**src/rtl/atl_pkg.sv**
```systemverilog
// ----------------------------------------------------------------------------
// atl_pkg
// Shared types, codes and character helpers for the assembly token lexer.
// ----------------------------------------------------------------------------
package atl_pkg;

	typedef enum logic [2:0] {
		CLS_INSTR   = 3'd0,
		CLS_REG     = 3'd1,
		CLS_MEM     = 3'd2,
		CLS_IMM     = 3'd3,
		CLS_LABEL   = 3'd4,
		CLS_UNKNOWN = 3'd5
	} tok_class_t;

	typedef struct packed {
		tok_class_t cls;
		logic       start;
		logic       ovf;
	} job_ctl_t;

	localparam int JOB_CTL_W = $bits(job_ctl_t);

	localparam logic [7:0] CH_SEMI  = 8'h3B;
	localparam logic [7:0] CH_NL    = 8'h0A;
	localparam logic [7:0] CH_COLON = 8'h3A;
	localparam logic [7:0] CH_HASH  = 8'h23;
	localparam logic [7:0] CH_MINUS = 8'h2D;
	localparam logic [7:0] CH_R     = 8'h52;
	localparam logic [7:0] CH_M     = 8'h4D;
	localparam logic [7:0] CH_A     = 8'h41;
	localparam logic [7:0] CH_B     = 8'h42;
	localparam logic [7:0] CH_0     = 8'h30;
	localparam logic [7:0] CH_F     = 8'h46;

	localparam int NUM_MNEM = 11;

	// first character in the top byte, unused tail bytes zero
	localparam logic [31:0] MNEM_TEXT [NUM_MNEM] = '{
		32'h4D4F5600, 32'h41444400, 32'h53554200, 32'h4D554C00,
		32'h44495600, 32'h414E4400, 32'h4F520000, 32'h4A5A0000,
		32'h434D5000, 32'h4C455353, 32'h4E4F5000
	};
	localparam logic [2:0] MNEM_LEN [NUM_MNEM] = '{
		3'd3, 3'd3, 3'd3, 3'd3, 3'd3, 3'd3, 3'd2, 3'd2, 3'd3, 3'd4, 3'd3
	};

	function automatic logic is_hex(input logic [7:0] c);
		return (c >= 8'h30 && c <= 8'h39) || (c >= 8'h61 && c <= 8'h66) ||
			(c >= 8'h41 && c <= 8'h46);
	endfunction

	function automatic logic is_delim(input logic [7:0] c);
		return c == 8'h20 || (c >= 8'h09 && c <= 8'h0D) || c == 8'h2C;
	endfunction

	// tok: first four characters, tok[0] first; n: token length (0 if over 4)
	function automatic logic mnem_match(input logic [3:0][7:0] tok, input logic [2:0] n);
		logic hit;
		logic eq;
		hit = 1'b0;
		for (int i = 0; i < NUM_MNEM; i++) begin
			eq = (MNEM_LEN[i] == n);
			for (int k = 0; k < 4; k++) begin
				if (3'(k) < MNEM_LEN[i] && tok[k] != MNEM_TEXT[i][31-8*k -: 8])
					eq = 1'b0;
			end
			if (eq)
				hit = 1'b1;
		end
		return hit;
	endfunction

endpackage

```
**src/rtl/atl_fifo.sv**
```systemverilog
// ----------------------------------------------------------------------------
// atl_fifo
// Two-entry job queue between the lexer front and the emitter.
// ----------------------------------------------------------------------------
module atl_fifo #(
	parameter int W = 8
) (
	input  logic         clk,
	input  logic         arst_n,
	input  logic         push,
	input  logic [W-1:0] wdata,
	output logic         full,
	input  logic         pop,
	output logic         not_empty,
	output logic [W-1:0] rdata
);
	logic [W-1:0] mem_q [2];
	logic         wr_ptr_q;
	logic         rd_ptr_q;
	logic [1:0]   cnt_q;

	always_ff @(posedge clk) begin
		if (push && !full)
			mem_q[wr_ptr_q] <= wdata;
	end

	always_ff @(posedge clk or negedge arst_n) begin
		if (!arst_n) begin
			wr_ptr_q <= 1'b0;
			rd_ptr_q <= 1'b0;
			cnt_q    <= 2'd0;
		end else begin
			if (push && !full)
				wr_ptr_q <= !wr_ptr_q;
			if (pop && not_empty)
				rd_ptr_q <= !rd_ptr_q;
			cnt_q <= cnt_q + 2'(push && !full) - 2'(pop && not_empty);
		end
	end

	assign full      = (cnt_q == 2'd2);
	assign not_empty = (cnt_q != 2'd0);
	assign rdata     = mem_q[rd_ptr_q];

endmodule

```
**src/rtl/atl_front.sv**
```systemverilog
// ----------------------------------------------------------------------------
// atl_front
// Takes source words, tracks comments, gathers token characters and
// classifies a token when a delimiter closes it; on overflow it halts.
// ----------------------------------------------------------------------------
module atl_front #(
	parameter int StoreDepth = 15,
	parameter int CW = 4
) (
	input  logic                     clk,
	input  logic                     arst_n,
	input  logic                     in_valid,
	output logic                     in_ready,
	input  logic [7:0]               char_in,
	output logic                     job_push,
	input  logic                     job_full,
	output atl_pkg::job_ctl_t        job_ctl,
	output logic [CW-1:0]            job_count,
	output logic [StoreDepth*8-1:0]  job_data
);
	import atl_pkg::*;

	logic [StoreDepth-1:0][7:0] store_q;
	logic [CW-1:0]              count_q;
	logic [7:0]                 last_char_q;
	logic                       in_comment_q;
	logic                       halted_q;

	logic            act, proceed, delim_c, close_tok, ovf, wr;
	logic [3:0][7:0] tok4;
	logic [6:0]      cnt7;
	logic [2:0]      n3;
	logic [7:0]      c0, c1;
	tok_class_t      cls;
	logic            start;

	assign in_ready = !job_full;

	for (genvar k = 0; k < 4; k++) begin : g_tok4
		if (k < StoreDepth) begin : g_have
			assign tok4[k] = store_q[k];
		end else begin : g_none
			assign tok4[k] = 8'h00;
		end
	end

	always_comb begin
		cnt7 = 7'(count_q);
		n3   = (cnt7 <= 7'd4) ? cnt7[2:0] : 3'd0;
		c0   = store_q[0];
		c1   = (cnt7 > 7'd1) ? store_q[1] : 8'h00;
		start = 1'b0;
		if (last_char_q == CH_COLON) begin
			cls = CLS_LABEL;
		end else if (mnem_match(tok4, n3)) begin
			cls = CLS_INSTR;
		end else if (c0 == CH_HASH || is_hex(c0) || c0 == CH_MINUS) begin
			cls   = CLS_IMM;
			start = (c0 == CH_HASH);
		end else if ((c0 == CH_R && cnt7 > 7'd1 && is_hex(c1)) ||
			(cnt7 == 7'd1 && (c0 == CH_A || c0 == CH_B))) begin
			cls = CLS_REG;
		end else if (c0 == CH_M && cnt7 > 7'd1 && c1 >= CH_0 && c1 <= CH_F) begin
			cls   = CLS_MEM;
			start = 1'b1;
		end else begin
			cls = CLS_UNKNOWN;
		end
	end

	always_comb begin
		act       = in_valid && in_ready && !halted_q;
		delim_c   = is_delim(char_in);
		proceed   = act && (in_comment_q ? (char_in == CH_NL) : (char_in != CH_SEMI));
		close_tok = proceed && delim_c && count_q != '0;
		ovf       = proceed && !delim_c && count_q >= CW'(StoreDepth);
		wr        = proceed && !delim_c && !ovf;
		job_push  = close_tok || ovf;
		job_ctl.cls   = ovf ? CLS_INSTR : cls;
		job_ctl.start = ovf ? 1'b0 : start;
		job_ctl.ovf   = ovf;
		job_count = ovf ? '0 : count_q;
		job_data  = store_q;
	end

	always_ff @(posedge clk) begin
		if (wr) begin
			last_char_q <= char_in;
			for (int i = 0; i < StoreDepth; i++) begin
				if (count_q == CW'(i))
					store_q[i] <= char_in;
			end
		end
	end

	always_ff @(posedge clk or negedge arst_n) begin
		if (!arst_n) begin
			count_q      <= '0;
			in_comment_q <= 1'b0;
			halted_q     <= 1'b0;
		end else begin
			if (act) begin
				if (in_comment_q && char_in == CH_NL)
					in_comment_q <= 1'b0;
				else if (!in_comment_q && char_in == CH_SEMI)
					in_comment_q <= 1'b1;
			end
			if (close_tok)
				count_q <= '0;
			else if (wr)
				count_q <= count_q + CW'(1);
			if (ovf)
				halted_q <= 1'b1;
		end
	end

endmodule

```
**src/rtl/atl_back.sv**
```systemverilog
// ----------------------------------------------------------------------------
// atl_back
// Emitter: pops a token job and sends its value one character per word
// through an output register.
// ----------------------------------------------------------------------------
module atl_back #(
	parameter int StoreDepth = 15,
	parameter int CW = 4
) (
	input  logic                     clk,
	input  logic                     arst_n,
	input  logic                     job_avail,
	output logic                     job_pop,
	input  atl_pkg::job_ctl_t        job_ctl,
	input  logic [CW-1:0]            job_count,
	input  logic [StoreDepth*8-1:0]  job_data,
	output logic                     out_valid,
	input  logic                     out_ready,
	output logic [2:0]               token_class,
	output logic [7:0]               text_char,
	output logic                     char_valid,
	output logic                     last,
	output logic                     overflow_error
);
	import atl_pkg::*;

	logic                    busy_q;
	logic [StoreDepth*8-1:0] data_q;
	logic [CW-1:0]           rem_q;
	tok_class_t              cls_q;
	logic                    ovf_q;
	logic                    out_valid_q;
	logic                    emit;

	assign job_pop   = job_avail && !busy_q;
	assign emit      = busy_q && (!out_valid_q || out_ready);
	assign out_valid = out_valid_q;

	always_ff @(posedge clk) begin
		if (job_pop) begin
			data_q <= job_ctl.start ? (job_data >> 8) : job_data;
			rem_q  <= job_count - CW'(job_ctl.start);
			cls_q  <= job_ctl.cls;
			ovf_q  <= job_ctl.ovf;
		end else if (emit) begin
			data_q <= data_q >> 8;
			rem_q  <= (rem_q == '0) ? '0 : rem_q - CW'(1);
		end
		if (emit) begin
			token_class    <= 3'(cls_q);
			text_char      <= (rem_q != '0) ? data_q[7:0] : 8'h00;
			char_valid     <= (rem_q != '0) && !ovf_q;
			last           <= (rem_q <= CW'(1));
			overflow_error <= ovf_q;
		end
	end

	always_ff @(posedge clk or negedge arst_n) begin
		if (!arst_n) begin
			busy_q      <= 1'b0;
			out_valid_q <= 1'b0;
		end else begin
			if (job_pop)
				busy_q <= 1'b1;
			else if (emit && rem_q <= CW'(1))
				busy_q <= 1'b0;
			if (emit)
				out_valid_q <= 1'b1;
			else if (out_ready)
				out_valid_q <= 1'b0;
		end
	end

endmodule

```
**src/rtl/assembly_token_lexer.sv**
```systemverilog
// ----------------------------------------------------------------------------
// assembly_token_lexer
// Byte-stream assembly lexer: classifies tokens and streams their values.
//
// Input: one source byte per word on char_in (in_valid/in_ready). Output:
// one word per character of a closed token's value (out_valid/out_ready),
// with token_class, char_valid, last and overflow_error alongside.
// A closed token passes through the job queue and the emitter's job
// registers into the output register; words follow one per cycle while taken.
// Throughput: one input byte per cycle while the two-entry job queue has
// room; the emitter pops each job before sending its words,
// so bursts of short tokens stall the input when the queue fills.
// A stalled receiver holds the output register; the emitter then stops and
// the queue fills, after which in_ready drops.
// Reset clears the count, comment and halt flags, the queue, busy and out_valid.
// After a token's BUFFER_SIZE-th character one overflow word is sent and
// input is then taken and dropped until reset.
// ----------------------------------------------------------------------------
module assembly_token_lexer #(
	parameter int BUFFER_SIZE = 16
) (
	input  logic       clk,
	input  logic       arst_n,
	input  logic       in_valid,
	output logic       in_ready,
	input  logic [7:0] char_in,
	output logic       out_valid,
	input  logic       out_ready,
	output logic [2:0] token_class,
	output logic [7:0] text_char,
	output logic       char_valid,
	output logic       last,
	output logic       overflow_error
);
	import atl_pkg::*;

	localparam int StoreDepth = BUFFER_SIZE - 1;
	localparam int CW         = $clog2(BUFFER_SIZE);
	localparam int DW         = StoreDepth * 8;
	localparam int QW         = JOB_CTL_W + CW + DW;

	logic              push, full, pop, avail;
	job_ctl_t          f_ctl, b_ctl;
	logic [CW-1:0]     f_count, b_count;
	logic [DW-1:0]     f_data, b_data;
	logic [QW-1:0]     q_rdata;

	atl_front #(.StoreDepth(StoreDepth), .CW(CW)) u_front (
		.clk(clk), .arst_n(arst_n),
		.in_valid(in_valid), .in_ready(in_ready), .char_in(char_in),
		.job_push(push), .job_full(full),
		.job_ctl(f_ctl), .job_count(f_count), .job_data(f_data)
	);

	atl_fifo #(.W(QW)) u_fifo (
		.clk(clk), .arst_n(arst_n),
		.push(push), .wdata({f_ctl, f_count, f_data}), .full(full),
		.pop(pop), .not_empty(avail), .rdata(q_rdata)
	);

	assign {b_ctl, b_count, b_data} = q_rdata;

	atl_back #(.StoreDepth(StoreDepth), .CW(CW)) u_back (
		.clk(clk), .arst_n(arst_n),
		.job_avail(avail), .job_pop(pop),
		.job_ctl(b_ctl), .job_count(b_count), .job_data(b_data),
		.out_valid(out_valid), .out_ready(out_ready),
		.token_class(token_class), .text_char(text_char),
		.char_valid(char_valid), .last(last), .overflow_error(overflow_error)
	);

	a_ovf_alone: assert property (@(posedge clk) disable iff (!arst_n)
		out_valid && overflow_error |-> last && !char_valid)
		else $error("overflow word malformed");

	a_empty_zero: assert property (@(posedge clk) disable iff (!arst_n)
		out_valid && !char_valid |-> text_char == 8'h00 && last)
		else $error("empty value word malformed");

	a_halt_final: assert property (@(posedge clk) disable iff (!arst_n)
		out_valid && out_ready && overflow_error |=> !out_valid)
		else $error("output after overflow");

endmodule
```
**config.mk**
```make
export PLATFORM = sky130hd
export DESIGN_NAME = assembly_token_lexer
export DESIGN_NICKNAME = d
export VERILOG_FILES = /design/src/rtl/atl_pkg.sv /design/src/rtl/atl_fifo.sv /design/src/rtl/atl_front.sv /design/src/rtl/atl_back.sv /design/src/rtl/assembly_token_lexer.sv
export SDC_FILE = /design/constraint.sdc
export NUM_CORES = 1
export LEC_CHECK = 0
export ABC_AREA = 1
export BUFFER_PORTS_ARGS = -buffer_cell sky130_fd_sc_hd__buf_4
export CAP_MARGIN = 20
export CORE_UTILIZATION = 52
export CTS_BUF_LIST = sky130_fd_sc_hd__clkbuf_2
export CTS_CLUSTER_DIAMETER = 60
export DETAILED_ROUTE_END_ITERATION = 16
export PLACE_DENSITY = 0.68
export RECOVER_POWER = 100
export SLEW_MARGIN = 25
export SYNTH_ARGS = -nofsm -noshare
export SYNTH_HDL_FRONTEND = slang
export SYNTH_SLANG_ARGS = --single-unit
```
**constraint.sdc**
```tcl
create_clock -name clk -period 8.26 [get_ports clk]
set_input_delay 1.239 -clock clk [delete_from_list [all_inputs] [get_ports clk]]
set_output_delay 1.239 -clock clk [all_outputs]
set_load 0.03 [all_outputs]
```
==> results of run 1 <==
## final cells by class
cell class | instances | share of cell area, %
tap | 532 | 2.86
multi-input combinational | 788 | 20.1
antenna | 2 | 0.0215
inverter | 78 | 1.26
clock inverter | 46 | 1.24
timing repair buffer | 39 | 1.20
sequential | 540 | 69.4
clock buffer | 184 | 3.95
## registers in the layout, summed over array words and instances (netlist names), 4 cells and up
signal,flops
u_front.last_char_q,8
u_back.data_q,120
u_front.count_q,4
u_back.rem_q,4
u_back.text_char,8
u_fifo.mem_q,258
u_front.job_data,112
u_front.c0,8
## metal layers
metal	share of wire [%]	vias up	track usage (%)
met3	7.5	63	5.13
met2	47	478	31.9
met5	0	-	0
met4	1.7	0	8.17
li1	-	5779	-
met1	44	5983	30.6
## what timing repair did
action | in CTS | in global routing
setup endpoints to repair | 0 | 0
hold endpoints to repair | 12 | 0
hold buffers | 1 | 0
## cells by family after synthesis
family,after synthesis,synth area share (%)
adders and majority gates,9,0.523
and+or+nand+nor,394,7.61
buffers and inverters,143,2.94
muxes,116,5.39
xor gates and xnor gates,6,0.244
AOI/OAI and AO/OA,263,8.29
DFF,540,75.0
## worst max-delay path by stage
stage	to	startpoint	slack, ns	depth (start not counted)
after global routing	u_back.data_q[66]	u_fifo.rd_ptr_q	2.59	8
final	u_back.data_q[66]	u_fifo.rd_ptr_q	3.04	8
after global placement	u_fifo.mem_q[1][26]	char_in[7]	4.03	10
after floorplan	u_fifo.mem_q[0][0]	char_in[7]	0.06	8
after CTS	u_back.data_q[56]	u_fifo.cnt_q[0]	4.47	6
after detailed placement	u_fifo.mem_q[1][60]	char_in[7]	3.90	10
## metrics by stage
step	hold WS [ns]	area (um^2)	instances	power (mW)
5_1_grt	0.376	23300	2209	7.61
4_1_cts	0.385	23400	2205	7.34
3_5_place_dp	0.407	22200	1974	5.61
6_report	0.390	23300	2209	7.23
2_1_floorplan	0.400	21500	1471	5.15
3_3_place_gp	0.405	22200	1974	5.59
## critical path: cells and delay by family, from the launching register on
kind | cells | cell delay (ns)
buffers and inverters | 4 | 2.73
DFF | 1 | 1.34
AOI/OAI and AO/OA | 3 | 0.55
and+or+nand+nor | 1 | 0.36
## layout by cell type (no fill, tap or decap), types with 2 or more instances in the layout
master	n
a21oi_1	15
buf_12	3
buf_16	2
buf_4	6
bufinv_16	3
clkbuf_1	26
clkbuf_2	184
clkinv_1	30
clkinv_2	5
clkinv_4	3
clkinvlp_4	4
dfrtp_1	12
diode_2	2
edfxtp_1	528
ha_1	9
inv_1	72
inv_2	6
mux2i_1	116
nand2_1	122
nand2_2	3
nand3_1	28
nand4_1	9
nor2_1	204
nor3_1	14
nor4_1	2
o21a_1	2
o21ai_0	118
o21ai_1	12
o22a_1	112
o22ai_1	2
or2_1	2
or2_2	2
xnor2_1	2
xor2_1	4
## report_power, final
| part | internal (mW) | switching [mW] | leakage, nW |
|---|---|---|---|
| combinational | 0.674 | 1.09 | 2.42 |
| sequential | 3.58 | 0.163 | 4.97 |
| clock | 0.702 | 1.02 | 0.893 |
| total | 4.96 | 2.27 | 8.28 |
==> impl_metrics.tcl, run 1 <==
set metrics [dict create \
    synth_cells 1471 \
    yosysWarnings 0 \
    drv_cap 4 \
    hold_viol_final 0 \
    synth.area.top_cells "edfxtp_1 74%, mux2i_1 5.4%, o22a_1 4.6%" \
    r2r-end "u_back.data_q[66]" \
    post-route-util_pct 57.0 \
    drc 0 \
    clock_latency_ns 1.05 \
    reg2reg_from "u_fifo.rd_ptr_q" \
    syn2layout_area_growth_pct 8.13 \
    final_max_slew_viol_count 101 \
    synth_seq_cells 540 \
    final_antenna_net_count 0 \
    drive_above_1_share_pct 13.5 \
    final_nets 1602 \
    core_area_um2 40800 \
    crit_path_max_fanout 63 \
    worstSetupStartpointType "flip-flop" \
    synthesis.nets 1492 \
    dieArea_um2 42200 \
    place.gp.congestion 0.890 \
    grt_pass1_wl_mm 67.3 \
    crit_arrival_ns 6.04 \
    hold_path_startpoint "u_front.job_data[102]" \
    die_h_um 206 \
    cts_buffers 134 \
    violations "max-capacitance violations, max-slew violations" \
    crit_slowest_cell "dfrtp_1" \
    yosysMostFrequentCell "edfxtp_1" \
    port_buffers 27 \
    post-route-period-util_pct 63.3 \
    rsz0062_at_grt "false" \
    start_util_pct 52.8 \
    rrSetupSlack_ns 3.04 \
    timing.fmax_mhz 191 \
    multi_input_area_um2 4680 \
    dp_hpwl_mm 26.3 \
    tightest_slew_ns 2.40 \
    seq_area_frac_synth_pct 75.0 \
    cts_tree "done" \
    rows 74 \
    p_leak_nw 8.28 \
    final-seq-area_um2 16200 \
    finClkSkew_ns 0.105 \
    crit_chain "inv_1 -> or2_0 -> o21ai_0 -> clkinvlp_2 -> clkbuf_1 -> buf_16 -> o21ai_0 -> o22a_1" \
    die_width_um 206 \
    synth_edf_count 528 \
    critPathRequiredTime_ns 9.07 \
    cp-end-kind "flip-flop" \
    avgSynthCellArea_um2 14.6 \
    synthesis.area_um2 21500 \
    clock-sinks 540 \
    cts.clk_slew.worst_paths_ns 0.11 \
    routed_via_density 5.57 \
    critPathMaxStageDelay_ns 1.34 \
    drt_iter0_drc 1031 \
    status "finished, violations left" \
    synth_flop_cell "edfxtp_1" \
    place_ws_ns 3.90 \
    routed_wl_mm 44.3 \
    grt_max_degree 235 \
    synthTopCellsByCount "528 x edfxtp_1, 200 x nor2_1, 120 x nand2_1" \
    antenna_found_initial 2 \
    finalSetupTns_ns 0 \
    post_drt_wl_per_cell_um 20.1 \
    synth.distinct_cells 40 \
    worstHoldEndpoint "u_fifo.mem_q[0][102]" \
    grt_use_total_pct 21.4 \
    clockBufferDepth 3 \
    min_path_cells 0 \
    slew_headroom_pct -60.8 \
    cts-resized-gates 0 \
    post-cts-setup-buffers 0 \
    overflow 0 \
    yosysTopAreaCell "edfxtp_1" \
    synth_top_area_share_pct 73.6 \
    hold_class "reg -> reg" \
    cts_max_level 4 \
    setup_viol 0 \
    fill_cells 3232 \
    crit_top_cell "o21ai_0" \
    reg2reg_depth 8 \
    p_per_area_nw_per_um2 310 \
    fin_ws_ns 3.04 \
    crit_type "reg -> reg" \
    period_minus_slack_ns 5.22 \
    via_count 12300 \
    first_pass_iters 8 \
    cts_root_buffer "clkbuf_2" \
    ios 28 \
    peakVddDrop_mv 0.242 \
    grt_pass1_vias 12300 \
    async_reset_ff_share_pct 2.22 \
]
(Power assumes the default switching activity.)
==> run 2, diff against run 1 <==
==> constraint.sdc (replaced) <==
create_clock -name clk -period 5 [get_ports clk]
set_input_delay 0.75 -clock clk [delete_from_list [all_inputs] [get_ports clk]]
set_output_delay 0.75 -clock clk [all_outputs]
set_load 0.03 [all_outputs]
==> run 2 against run 1 <==
Against the previous run: the run still ends with max-capacitance violations, max-slew violations left; global-route usage up 0.29 points; final cell count up 0.36%; critical path depth up 4; clock skew down 0.036 ns; die area unchanged; critical path type is now in -> reg; critical endpoint is now u_fifo.mem_q[0][4]; largest cell class unchanged.
==> impl_metrics.tcl, run 2 (synthesized netlist as in run 1, its figures left out) <==
set metrics [dict create \
    status "finished, violations left" \
    violations "max-capacitance violations, max-slew violations" \
    dieArea_um2 42200 \
    largest-register "u_fifo.mem_q" \
    grt_pass1_wl_mm 68.8 \
    crit_chain "dlygate4sd3_1 -> clkbuf_1 -> inv_1 -> or2_2 -> nand4_1 -> nand2_1 -> inv_1 -> nand3_1 -> nand2_1 -> inv_1 -> nor2_4 -> clkbuf_2" \
    hold_class "in -> reg" \
    start_util_pct 52.8 \
    antenna_found_initial 2 \
    finalSetupTns_ns 0 \
    routed_wl_mm 44.5 \
    peakVddDrop_mv 0.467 \
    worst-path-buf-inv 6 \
    final_nets 1611 \
    hold_viol_final 0 \
    drv_cap 1 \
    critPathRequiredTime_ns 5.61 \
    setup_viol 0 \
    post_drt_wl_per_cell_um 20.1 \
    routed_via_density 5.58 \
    cp-end-kind "flip-flop" \
    p_leak_nw 8.35 \
    cts.clk_slew.worst_paths_ns 0.09 \
    finClkSkew_ns 0.0687 \
    final_antenna_net_count 0 \
    crit_slowest_cell "clkbuf_1" \
    worstSetupStartpointType "primary input" \
    timing.fmax_mhz 244 \
    grt_pass1_vias 12600 \
    crit_type "in -> reg" \
    tightest_slew_ns 2.73 \
    largest_register_ffs 258 \
    grt_max_degree 234 \
    overflow 0 \
    fin_ws_ns 0.898 \
    post-route-period-util_pct 82.0 \
    cts_tree "done" \
    die_width_um 206 \
    period_minus_slack_ns 4.10 \
    rows 74 \
    cts_buffers 133 \
    ios 28 \
    core_area_um2 40800 \
    die_h_um 206 \
    crit_path_max_fanout 30 \
    cts_max_level 4 \
    via_count 12400 \
    rsz0062_at_grt "false" \
    post-cts-setup-buffers 0 \
    drc 0 \
    final_cell_mix "528 x edfxtp_1, 202 x nor2_1, 192 x clkbuf_2" \
    crit_top_cell "inv_1" \
    port_buffers 27 \
    place_ws_ns 1.45 \
    path_delay_family "buffers and inverters" \
    syn2layout_area_growth_pct 8.75 \
    rrSetupSlack_ns 1.15 \
    first_pass_iters 5 \
    crit_arrival_ns 4.71 \
    post-route-util_pct 57.4 \
    drt_iter0_drc 989 \
    final_common_cell "edfxtp_1" \
    dp_hpwl_mm 25.3 \
    clock-sinks 540 \
    grt_use_total_pct 21.7 \
    drive_above_1_share_pct 14.3 \
    place.gp.congestion 0.883 \
    clockBufferDepth 3 \
    critPathMaxStageDelay_ns 0.81 \
    clock_latency_ns 1.03 \
    p_per_area_nw_per_um2 514 \
    cts_root_buffer "clkbuf_2" \
    final_max_slew_viol_count 56 \
    p_total_mw 12.0 \
    slew_headroom_pct -82.0 \
]
==> run 2: cell count changes in the layout (fill, tap and decap cells not counted), sizes merged, moves of 3 or more <==
| cell | change |
|---|---|
| dlygate4sd3 | +7 |
| inv | +5 |
| clkbuf | +7 |
| clkinv | -12 |
| buf | +3 |
| clkinvlp | -4 |
==> run 2: worst paths after layout <==
| kind | depth (start not counted) | startpoint | end |
|---|---|---|---|
| max | 12 | char_in[2] | u_fifo.mem_q[0][4] |
| min | 5 | in_valid | u_front.in_comment_q |
| max reg2reg | 5 | u_fifo.cnt_q[0] | u_back.data_q[107] |
| min reg2reg | 0 | u_front.job_data[73] | u_fifo.mem_q[0][73] |
| max in group asynchronous | 4 | arst_n | u_front.count_q[1] |
| min in group asynchronous | 3 | arst_n | u_fifo.cnt_q[0] |
==> run 2: what timing repair did <==
item | 4_1_cts | 5_1_grt
endpoints found under the hold margin | 21 | 1
hold buffers | 7 | 1
resized for setup | 0 | 0
==> run 2: cell type report <==
type / instances / area (um^2)
repair buffers: 49 / 362
diodes: 3 / 7.51
well taps: 532 / 666
multi-input cells: 788 / 4730
fillers: 3281 / 17400
clock inverters: 36 / 248
flip-flops and latches: 540 / 16200
inverters: 78 / 295
clock buffers: 191 / 956
==> run 2: power breakdown <==
part / switching, mW / internal, mW
clock network: 1.68 / 1.22
registers: 0.306 / 5.92
logic: 1.79 / 1.11
==> run 2: per-layer routing <==
layer	part of all wire, %	up-vias	global-route usage (%)
met5	0	-	0
met4	1.9	0	8.39
met3	6.4	72	4.89
met2	46	444	32.3
met1	46	6057	31.2
li1	-	5788	-
==> run 2: worst reg2reg max path, delay by kind of cell, from the launching register on <==
| family | cells | cell delay, ns |
|---|---|---|
| and+or+nand+nor | 1 | 1.94 |
| buffers and inverters | 3 | 0.80 |
| DFF | 1 | 0.35 |
| AOI/OAI and AO/OA | 1 | 0.28 |
==> run 2: stage by stage <==
step / instance area [um^2] / hold WS [ns] / std cells
floorplan: 21600 / 0.400 / 1471
global placement: 22300 / 0.410 / 1978
detailed placement: 22300 / 0.423 / 1978
CTS: 23500 / 0.000252 / 2212
global route: 23400 / 0.183 / 2217
finish: 23400 / 0.204 / 2217
